## src/sv/gnss_fix_quality_qualifier_assert.svh

```systemverilog
// Assertion macros shared by the fix quality qualifier RTL.
// Users must have clk and rst_n in scope; no other dependencies.
`ifndef GNSS_FIX_QUALITY_QUALIFIER_ASSERT_SVH
`define GNSS_FIX_QUALITY_QUALIFIER_ASSERT_SVH

// Consequent must hold in the same cycle as the antecedent.
`define GFQ_ASSERT_SAME(label, ante, cons) \
  label: assert property (@(posedge clk) disable iff (!rst_n) (ante) |-> (cons)) \
    else $error("gfq: same-cycle check failed");

// Consequent must hold in the cycle after the antecedent.
`define GFQ_ASSERT_NEXT(label, ante, cons) \
  label: assert property (@(posedge clk) disable iff (!rst_n) (ante) |=> (cons)) \
    else $error("gfq: next-cycle check failed");

`endif

```

## src/sv/gfq_pkg.sv

```systemverilog
// Package for the fix quality qualifier: widths, register field layout,
// configuration and match types, and shared helper functions. No dependencies.
package gfq_pkg;

  localparam int NumEntries = 4;
  localparam int NumLevels = 4;
  localparam int ScanLevels = (NumLevels < NumEntries) ? NumLevels : NumEntries;
  localparam int EntryIdxW = $clog2(NumEntries);

  localparam int TimeW = 64;
  localparam int StatusW = 8;
  localparam int LatW = 31;
  localparam int LonW = 32;
  localparam int LevelW = 3;
  localparam int DimW = 3;
  localparam int PrecW = 16;
  localparam int EntryW = 42;
  localparam int CfgIdxW = 3;
  localparam int CfgDataW = 42;

  localparam int EntryStatusW = 9;
  localparam int DwellMsW = 16;
  localparam int DwellUsW = 26;
  localparam int UsPerMs = 1000;

  localparam int EnBit = 0;
  localparam int StatusLsb = 1;
  localparam int DwellLsb = 10;
  localparam int PrecLsb = 26;

  localparam int NearZeroE7 = 1000;
  localparam logic signed [LatW-1:0] LatNearHi = LatW'(NearZeroE7);
  localparam logic signed [LatW-1:0] LatNearLo = -LatNearHi;
  localparam logic signed [LonW-1:0] LonNearHi = LonW'(NearZeroE7);
  localparam logic signed [LonW-1:0] LonNearLo = -LonNearHi;

  localparam logic [TimeW-1:0] LossTimeoutUs = TimeW'(1000000);
  localparam logic [DimW-1:0] DimReset = DimW'(2);
  localparam logic [EntryStatusW-1:0] StatusAny = '1;

  typedef logic signed [LevelW-1:0] level_t;
  localparam level_t LevelNone = level_t'(-1);

  typedef enum logic [CfgIdxW-1:0] {
    CFG_ENTRY0,
    CFG_ENTRY1,
    CFG_ENTRY2,
    CFG_ENTRY3,
    CFG_BYPASS,
    CFG_INS_DIM
  } cfg_reg_t;

  typedef struct packed {
    logic [NumEntries-1:0][EntryW-1:0] entries;
    logic                              bypass;
    logic [DimW-1:0]                   dim;
  } cfg_t;

  typedef struct packed {
    level_t              level;
    logic [DwellUsW-1:0] dwell_us;
  } match_t;

  function automatic logic entry_en(input logic [EntryW-1:0] e);
    return e[EnBit];
  endfunction

  function automatic logic [EntryStatusW-1:0] entry_status(input logic [EntryW-1:0] e);
    return e[StatusLsb +: EntryStatusW];
  endfunction

  function automatic logic [DwellUsW-1:0] entry_dwell_us(input logic [EntryW-1:0] e);
    return DwellUsW'(e[DwellLsb +: DwellMsW]) * DwellUsW'(UsPerMs);
  endfunction

  function automatic logic [PrecW-1:0] entry_prec(input logic [EntryW-1:0] e);
    return e[PrecLsb +: PrecW];
  endfunction

  // True when later is not below earlier and the gap reaches span.
  function automatic logic elapsed_at_least(input logic [TimeW-1:0] later,
                                            input logic [TimeW-1:0] earlier,
                                            input logic [TimeW-1:0] span);
    logic [TimeW:0] diff;
    diff = {1'b0, later} - {1'b0, earlier};
    return !diff[TimeW] && (diff[TimeW-1:0] >= span);
  endfunction

endpackage

```

## src/sv/gfq_in_if.sv

```systemverilog
// Input channel of the fix quality qualifier: valid/ready plus one fix report.
// Depends on gfq_pkg.
interface gfq_in_if;
  import gfq_pkg::*;

  logic                   valid;
  logic                   ready;
  logic [TimeW-1:0]       frame_time_us;
  logic [TimeW-1:0]       fix_time_us;
  logic [StatusW-1:0]     fix_status;
  logic signed [LatW-1:0] latitude_e7;
  logic signed [LonW-1:0] longitude_e7;

  modport source (output valid, frame_time_us, fix_time_us, fix_status,
                  latitude_e7, longitude_e7, input ready);
  modport sink (input valid, frame_time_us, fix_time_us, fix_status,
                latitude_e7, longitude_e7, output ready);
endinterface

```

## src/sv/gfq_out_if.sv

```systemverilog
// Result channel of the fix quality qualifier: valid/ready plus one result.
// Depends on gfq_pkg.
interface gfq_out_if;
  import gfq_pkg::*;

  logic             valid;
  logic             ready;
  logic             fix_valid;
  logic             attributes_set;
  level_t           level;
  logic [DimW-1:0]  dimension_out;
  logic [PrecW-1:0] precision_out;

  modport source (output valid, fix_valid, attributes_set, level, dimension_out,
                  precision_out, input ready);
  modport sink (input valid, fix_valid, attributes_set, level, dimension_out,
                precision_out, output ready);
endinterface

```

## src/sv/gfq_cfg_regs.sv

```systemverilog
// Configuration register bank: level table entries, bypass and dimension.
// Depends on gfq_pkg.
module gfq_cfg_regs (
  input  logic                          clk,
  input  logic                          rst_n,
  input  logic                          cfg_we,
  input  logic [gfq_pkg::CfgIdxW-1:0]   cfg_idx,
  input  logic [gfq_pkg::CfgDataW-1:0]  cfg_wdata,
  output gfq_pkg::cfg_t                 cfg
);
  import gfq_pkg::*;

  cfg_t cfg_r;
  cfg_t cfg_nxt;

  always_comb begin
    cfg_nxt = cfg_r;
    if (cfg_we) begin
      case (cfg_idx)
        CFG_ENTRY0:  cfg_nxt.entries[0] = cfg_wdata[EntryW-1:0];
        CFG_ENTRY1:  cfg_nxt.entries[1] = cfg_wdata[EntryW-1:0];
        CFG_ENTRY2:  cfg_nxt.entries[2] = cfg_wdata[EntryW-1:0];
        CFG_ENTRY3:  cfg_nxt.entries[3] = cfg_wdata[EntryW-1:0];
        CFG_BYPASS:  cfg_nxt.bypass = cfg_wdata[0];
        CFG_INS_DIM: cfg_nxt.dim = cfg_wdata[DimW-1:0];
        default: ;
      endcase
    end
  end

  always_ff @(posedge clk) begin
    if (!rst_n) begin
      cfg_r.entries <= '0;
      cfg_r.bypass <= 1'b0;
      cfg_r.dim <= DimReset;
    end else begin
      cfg_r <= cfg_nxt;
    end
  end

  assign cfg = cfg_r;

endmodule

```

## src/sv/gfq_level_match.sv

```systemverilog
// Level table lookup: exact status match first, then the wildcard entry.
// Depends on gfq_pkg.
module gfq_level_match (
  input  logic [gfq_pkg::StatusW-1:0] status,
  input  gfq_pkg::cfg_t               cfg,
  output gfq_pkg::match_t             match
);
  import gfq_pkg::*;

  logic                 exact_hit;
  logic                 any_hit;
  logic [EntryIdxW-1:0] exact_idx;
  logic [EntryIdxW-1:0] any_idx;
  logic [EntryIdxW-1:0] sel_idx;

  always_comb begin
    exact_hit = 1'b0;
    any_hit = 1'b0;
    exact_idx = '0;
    any_idx = '0;
    // Walk downward so the lowest matching entry wins.
    for (int k = ScanLevels - 1; k >= 0; k--) begin
      if (entry_en(cfg.entries[k]) &&
          entry_status(cfg.entries[k]) == {1'b0, status}) begin
        exact_hit = 1'b1;
        exact_idx = EntryIdxW'(k);
      end
      if (entry_en(cfg.entries[k]) && entry_status(cfg.entries[k]) == StatusAny) begin
        any_hit = 1'b1;
        any_idx = EntryIdxW'(k);
      end
    end
  end

  always_comb begin
    sel_idx = exact_hit ? exact_idx : any_idx;
    if (exact_hit || any_hit) begin
      match.level = level_t'({1'b0, sel_idx});
    end else begin
      match.level = LevelNone;
    end
    match.dwell_us = entry_dwell_us(cfg.entries[sel_idx]);
  end

endmodule

```

## src/sv/gnss_fix_quality_qualifier.sv

```systemverilog
// GNSS/INS fix quality qualifier top level.
// Each accepted fix report on in_ch yields exactly one result on out_ch.
// The report is first captured in an input register; from there the
// level table lookup, loss timeout and dwell checks run and the result is
// written to the output register while the held level and held time update.
// Throughput: one report per cycle while out_ch.ready stays high; the state
// update loop of held level and held time closes within the compute stage.
// A result waiting on a stalled receiver stays in the output register; the
// input register keeps taking a report as long as the compute stage can move.
// When out_ch.ready stays low both registers fill and in_ch.ready drops.
// Configuration is written through cfg_we/cfg_idx/cfg_wdata; the user must
// do so only while no report is in flight, the block does not enforce it.
// Reset (rst_n low, synchronous) empties both registers, sets the held level
// to none, the held time to zero, and the table to defaults.
// Depends on gfq_pkg, gfq_in_if, gfq_out_if, gfq_cfg_regs, gfq_level_match.
module gnss_fix_quality_qualifier (
  input  logic                          clk,
  input  logic                          rst_n,
  gfq_in_if.sink                        in_ch,
  gfq_out_if.source                     out_ch,
  input  logic                          cfg_we,
  input  logic [gfq_pkg::CfgIdxW-1:0]   cfg_idx,
  input  logic [gfq_pkg::CfgDataW-1:0]  cfg_wdata
);
  import gfq_pkg::*;

  `include "gnss_fix_quality_qualifier_assert.svh"

  cfg_t   cfg;
  match_t match;

  logic                   in_valid_r;
  logic                   in_valid_nxt;
  logic [TimeW-1:0]       frame_time_r;
  logic [TimeW-1:0]       fix_time_r;
  logic [StatusW-1:0]     status_r;
  logic signed [LatW-1:0] lat_r;
  logic signed [LonW-1:0] lon_r;

  logic             out_valid_r;
  logic             out_valid_nxt;
  logic             out_fix_valid_r;
  logic             out_attr_r;
  level_t           out_level_r;
  logic [DimW-1:0]  out_dim_r;
  logic [PrecW-1:0] out_prec_r;

  level_t           held_level_r;
  level_t           held_level_nxt;
  logic [TimeW-1:0] held_time_r;
  logic [TimeW-1:0] held_time_nxt;

  logic             advance;
  logic             in_accept;
  logic             report_invalid;
  logic             loss_elapsed;
  logic             dwell_elapsed;
  level_t           used;
  logic             res_fix_valid;
  logic             res_attr;
  level_t           res_level;
  logic [DimW-1:0]  res_dim;
  logic [PrecW-1:0] res_prec;

  gfq_cfg_regs u_cfg (
    .clk       (clk),
    .rst_n     (rst_n),
    .cfg_we    (cfg_we),
    .cfg_idx   (cfg_idx),
    .cfg_wdata (cfg_wdata),
    .cfg       (cfg)
  );

  gfq_level_match u_match (
    .status (status_r),
    .cfg    (cfg),
    .match  (match)
  );

  assign advance = in_valid_r && (!out_valid_r || out_ch.ready);
  assign in_ch.ready = !in_valid_r || advance;
  assign in_accept = in_ch.valid && in_ch.ready;
  assign in_valid_nxt = in_accept || (in_valid_r && !advance);
  assign out_valid_nxt = advance || (out_valid_r && !out_ch.ready);

  assign report_invalid = (status_r == '0) &&
                          (lat_r > LatNearLo) && (lat_r < LatNearHi) &&
                          (lon_r > LonNearLo) && (lon_r < LonNearHi);
  assign loss_elapsed = elapsed_at_least(frame_time_r, held_time_r, LossTimeoutUs);
  assign dwell_elapsed = elapsed_at_least(fix_time_r, held_time_r,
                                          TimeW'(match.dwell_us));

  always_comb begin
    held_level_nxt = held_level_r;
    held_time_nxt = held_time_r;
    used = LevelNone;
    res_fix_valid = 1'b0;
    res_attr = 1'b0;
    res_level = LevelNone;
    res_dim = '0;
    res_prec = '0;
    if (report_invalid) begin
      if (held_level_r != LevelNone && loss_elapsed) begin
        held_level_nxt = LevelNone;
      end
    end else if (cfg.bypass) begin
      res_fix_valid = 1'b1;
    end else begin
      if (match.level == held_level_r) begin
        used = match.level;
        held_time_nxt = fix_time_r;
      end else if (match.level < held_level_r || dwell_elapsed) begin
        used = match.level;
        held_level_nxt = match.level;
        held_time_nxt = fix_time_r;
      end else begin
        used = held_level_r;
      end
      if (used != LevelNone) begin
        res_fix_valid = 1'b1;
        res_attr = 1'b1;
        res_level = used;
        res_dim = cfg.dim;
        res_prec = entry_prec(cfg.entries[used[EntryIdxW-1:0]]);
      end
    end
  end

  always_ff @(posedge clk) begin
    if (!rst_n) begin
      in_valid_r <= 1'b0;
      out_valid_r <= 1'b0;
      held_level_r <= LevelNone;
      held_time_r <= '0;
    end else begin
      in_valid_r <= in_valid_nxt;
      out_valid_r <= out_valid_nxt;
      if (advance) begin
        held_level_r <= held_level_nxt;
        held_time_r <= held_time_nxt;
      end
    end
  end

  always_ff @(posedge clk) begin
    if (in_accept) begin
      frame_time_r <= in_ch.frame_time_us;
      fix_time_r <= in_ch.fix_time_us;
      status_r <= in_ch.fix_status;
      lat_r <= in_ch.latitude_e7;
      lon_r <= in_ch.longitude_e7;
    end
    if (advance) begin
      out_fix_valid_r <= res_fix_valid;
      out_attr_r <= res_attr;
      out_level_r <= res_level;
      out_dim_r <= res_dim;
      out_prec_r <= res_prec;
    end
  end

  assign out_ch.valid = out_valid_r;
  assign out_ch.fix_valid = out_fix_valid_r;
  assign out_ch.attributes_set = out_attr_r;
  assign out_ch.level = out_level_r;
  assign out_ch.dimension_out = out_dim_r;
  assign out_ch.precision_out = out_prec_r;

  `GFQ_ASSERT_NEXT(a_state_holds_when_idle, !advance,
                   $stable(held_level_r) && $stable(held_time_r))
  `GFQ_ASSERT_NEXT(a_bypass_keeps_state, advance && cfg.bypass && !report_invalid,
                   $stable(held_level_r) && $stable(held_time_r))
  `GFQ_ASSERT_NEXT(a_invalid_keeps_time, advance && report_invalid, $stable(held_time_r))
  `GFQ_ASSERT_SAME(a_attr_has_level, out_valid_r && out_attr_r,
                   out_fix_valid_r && out_level_r != LevelNone)
  `GFQ_ASSERT_SAME(a_unused_is_blank, out_valid_r && !out_fix_valid_r,
                   out_level_r == LevelNone && out_prec_r == '0 && out_dim_r == '0)

endmodule
```

## src/flat_wrapper.sv

```systemverilog
// flat-port wrapper written by rule: the top's interface ports become plain ports
module gnss_fix_quality_qualifier_flat import gfq_pkg::*;
  (clk, rst_n, cfg_we, cfg_idx, cfg_wdata, in_ch_valid, in_ch_frame_time_us, in_ch_fix_time_us, in_ch_fix_status, in_ch_latitude_e7, in_ch_longitude_e7, in_ch_ready, out_ch_valid, out_ch_fix_valid, out_ch_attributes_set, out_ch_level, out_ch_dimension_out, out_ch_precision_out, out_ch_ready);
  gfq_in_if in_ch_i ();
  gfq_out_if out_ch_i ();
  input  logic clk;
  input  logic rst_n;
  input  logic cfg_we;
  input  logic [gfq_pkg::CfgIdxW-1:0] cfg_idx;
  input  logic [gfq_pkg::CfgDataW-1:0] cfg_wdata;
  input wire logic [$bits(in_ch_i.valid)-1:0] in_ch_valid;
  input wire logic [$bits(in_ch_i.frame_time_us)-1:0] in_ch_frame_time_us;
  input wire logic [$bits(in_ch_i.fix_time_us)-1:0] in_ch_fix_time_us;
  input wire logic [$bits(in_ch_i.fix_status)-1:0] in_ch_fix_status;
  input wire logic [$bits(in_ch_i.latitude_e7)-1:0] in_ch_latitude_e7;
  input wire logic [$bits(in_ch_i.longitude_e7)-1:0] in_ch_longitude_e7;
  output wire logic [$bits(in_ch_i.ready)-1:0] in_ch_ready;
  output wire logic [$bits(out_ch_i.valid)-1:0] out_ch_valid;
  output wire logic [$bits(out_ch_i.fix_valid)-1:0] out_ch_fix_valid;
  output wire logic [$bits(out_ch_i.attributes_set)-1:0] out_ch_attributes_set;
  output wire logic [$bits(out_ch_i.level)-1:0] out_ch_level;
  output wire logic [$bits(out_ch_i.dimension_out)-1:0] out_ch_dimension_out;
  output wire logic [$bits(out_ch_i.precision_out)-1:0] out_ch_precision_out;
  input wire logic [$bits(out_ch_i.ready)-1:0] out_ch_ready;
  assign in_ch_i.valid = in_ch_valid;
  assign in_ch_i.frame_time_us = in_ch_frame_time_us;
  assign in_ch_i.fix_time_us = in_ch_fix_time_us;
  assign in_ch_i.fix_status = in_ch_fix_status;
  assign in_ch_i.latitude_e7 = in_ch_latitude_e7;
  assign in_ch_i.longitude_e7 = in_ch_longitude_e7;
  assign in_ch_ready = in_ch_i.ready;
  assign out_ch_valid = out_ch_i.valid;
  assign out_ch_fix_valid = out_ch_i.fix_valid;
  assign out_ch_attributes_set = out_ch_i.attributes_set;
  assign out_ch_level = out_ch_i.level;
  assign out_ch_dimension_out = out_ch_i.dimension_out;
  assign out_ch_precision_out = out_ch_i.precision_out;
  assign out_ch_i.ready = out_ch_ready;
  gnss_fix_quality_qualifier u_core (.clk(clk), .rst_n(rst_n), .in_ch(in_ch_i), .out_ch(out_ch_i), .cfg_we(cfg_we), .cfg_idx(cfg_idx), .cfg_wdata(cfg_wdata));
endmodule
```

## config.mk

```make
export PLATFORM = sky130hd
export DESIGN_NAME = gnss_fix_quality_qualifier_flat
export DESIGN_NICKNAME = d
export VERILOG_FILES = /design/src/sv/gfq_pkg.sv /design/src/sv/gfq_in_if.sv /design/src/sv/gfq_out_if.sv /design/src/sv/gfq_cfg_regs.sv /design/src/sv/gfq_level_match.sv /design/src/sv/gnss_fix_quality_qualifier.sv /design/src/flat_wrapper.sv
export VERILOG_INCLUDE_DIRS = /design/src /design/src/sv
export SDC_FILE = /design/constraint.sdc
export NUM_CORES = 1
export LEC_CHECK = 0
export ABC_AREA = 1
export BUFFER_PORTS_ARGS = -buffer_cell sky130_fd_sc_hd__buf_2
export CAP_MARGIN = 10
export CORE_MARGIN = 8
export CORE_UTILIZATION = 55
export DETAILED_ROUTE_END_ITERATION = 10
export PLACE_DENSITY = 0.76
export SETUP_SLACK_MARGIN = 0.4
export SYNTH_ARGS = -nofsm -noshare
export SYNTH_HDL_FRONTEND = slang
export SYNTH_SLANG_ARGS = --single-unit
export TNS_END_PERCENT = 20
```

## constraint.sdc

```tcl
create_clock -name clk -period 8.36 [get_ports clk]
set_input_delay 1.672 -clock clk [delete_from_list [all_inputs] [get_ports clk]]
set_output_delay 1.672 -clock clk [all_outputs]
set_load 0.03 [all_outputs]
```

# Word level (Yosys, flattened, before mapping)
# Cells that the tools add are included.
word_totals:
  register_bits: 464
  inputBits: 249
  output_inout_bits: 26
  elab_cells: 133
op_classes:
  addsub: 2
  multipliers: 1
  order_cmp: 9
  n_eq_ne: 19
  muxes: 35
  n_bitwise: 3
  n_reduce_logical: 44
op_table:
  columns: ["op", "count"]
  rows:
  - ["$bmux W42 S2", 2]
  - ["$sub A64 B64 Y65", 2]
  - ["$mux W64", 2]
  - ["$mux W42", 2]
  - ["$ge A64 B20 Y1 const B", 1]
  - ["$ge A64 B26 Y1", 1]
  - ["$eq A9 B8 Y1", 4]
  - ["$eq A9 B9 Y1 const B", 4]
  - ["$gt A32 B11 Y1 const B", 1]
  - ["$lt A32 B11 Y1 const B", 1]
  - ["$gt A31 B11 Y1 const B", 1]
  - ["$lt A31 B11 Y1 const B", 1]
  - ["$mux W3", 9]
  - ["$mux W26", 1]
  - ["$mul A16 B7 Y23 const B", 1]
  - ["$logic_and A1 B1 Y1", 19]
  - ["$mux W2", 9]
  - ["$reduce_and A2 Y1", 6]
  - ["$mux W1", 10]
  - ["$logic_not A8 Y1", 1]
  - ["$reduce_and A4 Y1", 2]
  - ["$eq A3 B2 Y1 const B", 2]
  - ["$eq A3 B3 Y1 const B", 2]
  - ["$logic_not A1 Y1", 6]
  - ["other kinds (14)", 23]

# Depth between registers and ports, before layout
logic_depth:
  ltp_word: 20
  depth_mapped: 60
  depth_no_buf: 57

# Cells and area by module
# A second synthesis with hierarchy kept.
unflattened:
  cells_unflattened: 4841
  area_unflattened_um2: 33306.9
by_module_without_submodules:
  columns: ["mod", "n_inst", "cells_per_inst", "area_each_um2", "seq_area_each_um2"]
  rows:
  - ["gnss_fix_quality_qualifier", 1, 3187, 22041.1, 8077.7]
  - ["gfq_cfg_regs", 1, 991, 6895.4, 3443.3]
  - ["gfq_level_match", 1, 663, 4370.4, 0.0]

# Worst setup path before layout
# No wires, ideal clock.
synth_path:
  kind: "register to register"
  from: "register u_core.status_r[3]"
  to: "register u_core.out_level_r[0] (netlist: u_core.out_ch.level[0]), data pin"
  setup_time_ns: 0.269
  arrival_ns: 8.377
  required_ns: 8.091
  slack_ns: -0.286
  path_stages_with_launch: 53
  path_buffers: 3
  period_less_slack_ns: 8.646
  cell_sequence: "edfxtp_1 -> inv_1 -> nor2_1 -> inv_1 -> nand4_1 -> or2_2 -> nor4b_1 -> a21oi_1 -> nand2_1 -> buf_2 -> clkbuf_1 -> nor2_1 -> o31ai_1 -> fa_1 -> inv_1 -> fa_1 -> fa_1 -> inv_1 -> [17 not listed] -> nand2_1 -> nand2_1 -> nand2_1 -> inv_1 -> nand2_1 -> nor2_1 -> nand3_1 -> nor2_1 -> nand2_1 -> nand2_2 -> nand2_1 -> nand2_1 -> o21ai_2 -> nand3_2 -> nand2_1 -> buf_6 -> inv_2 -> nand3_2"
synth_via:
  elab_chain_cells: 20
  elab_cells_between_ends: 39
  classes_between: "mul (1); order compare (2); eq/ne (6); mux (16); bitwise (1); reduce/logical (13)"
synth_lines:
  columns: ["element", "line_no", "text"]
  rows:
  - ["start: declaration", "gnss_fix_quality_qualifier.sv:36", "logic [StatusW-1:0] status_r;"]
  - ["start signal: assignment", "gnss_fix_quality_qualifier.sv:149", "status_r <= in_ch.fix_status;"]
  - ["$eq A9 B8 Y1", "gfq_level_match.sv:24", "entry_status(cfg.entries[k]) == {1'b0, status}) begin"]
  - ["$logic_and A1 B1 Y1", "gfq_level_match.sv:23", "if (entry_en(cfg.entries[k]) &&"]
  - ["$mux W2 or $mux W1 (tied branches) (4 in a row)", "gfq_level_match.sv:23", null]
  - ["$mux W2", "gfq_level_match.sv:36", "sel_idx = exact_hit ? exact_idx : any_idx;"]
  - ["$bmux W42 S2", "gfq_level_match.sv:42", "match.dwell_us = entry_dwell_us(cfg.entries[sel_idx]);"]
  - ["$mux W26 (implied by the code)", "gfq_level_match.sv:42", null]
  - ["$mul A16 B7 Y23", "gfq_pkg.sv:73", "return DwellUsW'(e[DwellLsb +: DwellMsW]) * DwellUsW'(UsPerMs);"]
  - ["$ge A64 B26 Y1", "gfq_pkg.sv:86", "return !diff[TimeW] && (diff[TimeW-1:0] >= span);"]
  - ["$logic_and A1 B1 Y1", "gfq_pkg.sv:86", null]
  - ["$logic_or A1 B1 Y1", "gnss_fix_quality_qualifier.sv:112", "end else if (match.level < held_level_r || dwell_elapsed) begin"]
  - ["$mux W3", "gnss_fix_quality_qualifier.sv:112", null]
  - ["$mux W3", "gnss_fix_quality_qualifier.sv:109", "if (match.level == held_level_r) begin"]
  - ["$mux W3", "gnss_fix_quality_qualifier.sv:106", "end else if (cfg.bypass) begin"]
  - ["$mux W3", "gnss_fix_quality_qualifier.sv:102", "if (report_invalid) begin"]
  - ["$ne A3 B1 Y1", "gnss_fix_quality_qualifier.sv:119", "if (used != LevelNone) begin"]
  - ["$not A1 Y1 (no source line)", null, null]
  - ["$reduce_or A3 Y1 (no source line)", null, null]
  - ["end signal: assignment", "gnss_fix_quality_qualifier.sv:156", "out_level_r <= res_level;"]
  - ["end: declaration", "gnss_fix_quality_qualifier.sv:44", "level_t out_level_r;"]
# Parallel ways exist; a longest one is shown, timed or not. The select of a mux whose other input is x is not followed.
# A chain may end at the register's enable or synchronous reset.

# Worst setup path in the final report
layout_path:
  from: "register u_core.status_r[1]"
  to: "register u_core.held_time_r[10]"
layout_via:
  elab_chain_cells: 15
  elab_cells_between_ends: 36
  classes_between: "mul (1); order compare (2); eq/ne (5); mux (13); bitwise (1); reduce/logical (14)"
layout_lines:
  columns: ["element", "line_no", "text"]
  rows:
  - ["$eq A9 B8 Y1", "gfq_level_match.sv:24", null]
  - ["$logic_and A1 B1 Y1", "gfq_level_match.sv:23", null]
  - ["$mux W2 or $mux W1 (tied branches) (4 in a row)", "gfq_level_match.sv:23", null]
  - ["$mux W2", "gfq_level_match.sv:36", null]
  - ["$bmux W42 S2", "gfq_level_match.sv:42", null]
  - ["$mux W26 (implied by the code)", "gfq_level_match.sv:42", null]
  - ["$mul A16 B7 Y23", "gfq_pkg.sv:73", null]
  - ["$ge A64 B26 Y1", "gfq_pkg.sv:86", null]
  - ["$logic_and A1 B1 Y1", "gfq_pkg.sv:86", null]
  - ["$logic_or A1 B1 Y1", "gnss_fix_quality_qualifier.sv:112", null]
  - ["$reduce_bool A2 Y1 (no source line)", null, null]
  - ["$reduce_and A4 Y1 (no source line)", null, null]
  - ["end signal: assignment", "gnss_fix_quality_qualifier.sv:140", "held_time_r <= held_time_nxt;"]
  - ["end: declaration", "gnss_fix_quality_qualifier.sv:50", "logic [TimeW-1:0] held_time_r;"]
# Parallel ways exist; a longest one is shown, timed or not. The select of a mux whose other input is x is not followed.

==> impl_metrics.tcl <==
set metrics [dict create \
    status "complete, but fails checks" \
    violations "setup timing" \
    final_util_pct 66.0 \
    cp_common_cell "nand2_1" \
    syn_nets 5009 \
    pre_cts_ws_ps -360 \
    drtIter0Drc 2480 \
    reg2reg_to "u_core.held_time_r[10]" \
    crit_type "flip-flop to flip-flop" \
    p_leak_nw 17.9 \
    ff2ff_setup_slack_ps -240 \
    start_util_pct 55.4 \
    critPathTopFamily "simple AND/OR/NAND/NOR gates" \
    clk_pin_slew_ps 60 \
    cp.required_ps 8870 \
    grt_start_max_net_pins 125 \
    period_needed_ps 8600 \
    reg2regPathDepth 55 \
    chipHeight_um 257 \
    setup_slack_ps -244 \
    drive_gt1_share_pct 14.4 \
    numCtsBuffers 50 \
    die_w_um 257 \
    io_buffers 274 \
    holdPathStages 2 \
    cts.sinks 464 \
    fin_skew_ps 28.7 \
    start_kind "flip-flop" \
    syn_inst 4500 \
    clk_latency_ps 610 \
    worst_hold_path_type "flip-flop to flip-flop" \
    vdd_ir_drop_max_mv 0.194 \
    synth_area_leader_cell "edfxtp_1" \
    hold_end "u_core.u_cfg.cfg[41]" \
    fin_nets 5450 \
    maxSlewViolCount 0 \
    hpwl_mm 79.6 \
    ios 275 \
    antenna_found_initial 5 \
    cts_buffer_depth 3 \
    period_share_pct 103 \
    cts_root_buf "clkbuf_16" \
    cap_violations 0 \
    rsz0062_at_grt "true" \
    drc 0 \
    core_area_um2 57600 \
    rr_startpoint "u_core.status_r[1]" \
    die_area_um2 66000 \
    synthArstFlopShare_pct 0 \
    setup_violations 87 \
    synth-seq-cells 464 \
    relSlewSlack_pct 30.4 \
    synth_top_area_share_pct 21.0 \
    ys.flop_type "dfxtp_1" \
    critPathMaxFanout 8 \
    postCtsHoldBufs 0 \
    end_kind "flip-flop" \
    drt_first_pass_iters 8 \
    grt_use_total_pct 29.9 \
    slowest_stage "fa_1" \
    rows 88 \
    avgSynthCellArea_um2 7.09 \
    stdcell_area_um2 38000 \
    synth_edf_count 223 \
    htree_levels 2 \
    cp.arrival_ps 9110 \
    grt_pass1_vias 30100 \
    synth.distinct_cells 53 \
    grt_first_pass_wirelength_mm 159 \
    ys_seq_area_share_pct 36.1 \
    place_area_um2 35200 \
    wl_mm 103 \
    grt-ovfl-total 0 \
    synth_area_um2 31900 \
    postRouteAntennaNets 0 \
    cts_tree "yes" \
    hold_violations 0 \
    max_clock_freq_mhz 116 \
    yosysWarnings 0 \
    power_density_nw_per_um2 174 \
    via_per_inst 5.42 \
    syn_to_final_growth_pct 19.1 \
    wire_per_inst_um 18.0 \
    min_from "u_core.u_cfg.cfg[41]" \
    tightest_slew_ps 1040 \
    critical_path_buf_inv_count 17 \
    gp_congestion 1.02 \
    slowest_delay_ps 540 \
    vias 31100 \
    synth_area_leaders "edfxtp_1, dfxtp_1, nand2_1" \
]
[report_power, final]
group          internal, mW  switching [mW]
registers              2.51          0.0673
clock network          1.19           0.938
logic                 0.697            1.21
[state kept, by name, summed over array words and instances, names as in the netlist]
signal and flops:
u_core.u_cfg.cfg 172, u_core.fix_time_r 64, u_core.frame_time_r 64, u_core.held_time_r 64, u_core.lon_r 32, u_core.lat_r 31, u_core.out_ch.precision_out 16, u_core.status_r 8
u_core.held_level_r 3, u_core.out_ch.dimension_out 3, u_core.out_ch.level 3, u_core.in_valid_r 1, u_core.out_ch.attributes_set 1, u_core.out_ch.fix_valid 1, u_core.out_ch.valid 1
[cells in the final DEF, fill, tap and decap left out, drive strengths merged, types with 27 or more instances in the layout]
| master | n |
|---|---|
| nand2 | 1023 |
| inv | 837 |
| buf | 485 |
| nor2 | 477 |
| a21oi | 401 |
| o21ai | 331 |
| nand3 | 265 |
| dfxtp | 241 |
| edfxtp | 223 |
| ha | 206 |
| clkbuf | 77 |
| fa | 54 |
| xor2 | 51 |
| nand4 | 51 |
| nor3 | 51 |
| nor4 | 37 |
| nand3b | 33 |
| xnor2 | 27 |
[routing by layer]
| metal | share of wire, % | track usage, % |
|---|---|---|
| met5 | 0.036 | 0 |
| met1 | 41 | 36.5 |
| met4 | 4.5 | 11.9 |
| met3 | 6.3 | 4.30 |
| met2 | 49 | 52.7 |
[area by class of cell]
class / instances / area (um2)
timing repair buffer: 487 / 3370
antenna: 2 / 5.00
clock buffer: 75 / 1390
fill: 5133 / 19600
sequential: 464 / 11500
clock inverter: 18 / 158
tap: 765 / 957
multi-input combinational: 3103 / 17500
inverter: 835 / 3160
[cell usage after synthesis (3+ instances only)]
| cell type | n |
|---|---|
| inv_2 | 6 |
| nor3_2 | 5 |
| nand2_1 | 1011 |
| a21oi_2 | 6 |
| and3_1 | 4 |
| o21ai_0 | 330 |
| a21oi_1 | 395 |
| o211ai_1 | 12 |
| o21bai_1 | 19 |
| a31oi_1 | 3 |
| buf_2 | 25 |
| nor4_1 | 37 |
| ha_1 | 206 |
| or2_2 | 3 |
| nand2_2 | 10 |
| o31ai_1 | 4 |
| xnor2_1 | 27 |
| a21o_1 | 18 |
| nand3b_1 | 33 |
| nor2_2 | 5 |
| a21boi_0 | 9 |
| edfxtp_1 | 223 |
| nor3_1 | 46 |
| nand3_1 | 262 |
| nor2_1 | 472 |
| o21a_1 | 9 |
| fa_1 | 54 |
| inv_1 | 826 |
| dfxtp_1 | 241 |
| xor2_1 | 51 |
| clkbuf_1 | 70 |
| nand4_1 | 50 |
[through the flow]
step	hold slack, ps	setup TNS (ps)	power (mW)	std cells
after floorplan	420	0	3.82	4500
after global placement	431	-9810	4.37	5595
after detailed placement	439	-23780	4.39	5595
after CTS	448	-198	6.57	5727
after global routing	468	-56880	6.95	5747
final	454	-13190	6.62	5749
[cells by family (layout without fill, tap and decap cells)]
family / count (synthesis) / count (layout) / synth area share (%)
AO/OA/AOI/OAI: 815 / 815 / 13.5
XOR/XNOR: 78 / 78 / 2.14
adder cells (fa/ha/maj): 260 / 260 / 11.5
buffers and inverters: 934 / 1415 / 11.1
flip-flops: 464 / 464 / 36.1
other: 0 / 2 / 0
AND/OR/NAND/NOR: 1949 / 1950 / 25.7
[worst max path at each step]
| stage | cells past startpoint | from | end | slack (ps) |
|---|---|---|---|---|
| floorplan | 54 | u_core.status_r[3] | u_core.out_ch.level[0] | 400 |
| CTS | 56 | u_core.status_r[7] | u_core.held_time_r[0] | -30 |
| global placement | 51 | u_core.status_r[7] | u_core.out_ch.precision_out[0] | -160 |
| finish | 55 | u_core.status_r[1] | u_core.held_time_r[10] | -240 |
| detailed placement | 49 | u_core.status_r[7] | u_core.held_time_r[23] | -360 |
| global route | 59 | u_core.status_r[7] | u_core.held_time_r[49] | -700 |
[worst register-to-register path, delay by kind of cell (launching register included)]
family | cells | cell delay (ps)
flops | 1 | 400
xor+xnor | 1 | 110
fa+ha+maj | 6 | 2480
buf+inv | 17 | 1910
compound gates | 8 | 1090
simple gates | 23 | 2520
[timing repair]
item,CTS,global route
buffers inserted,32,17
gates resized for setup,81,93
pin swaps,35,59
gates cloned,7,2
endpoints found under the setup margin,91,91
No activity file was read; power rests on OpenSTA's default activity.
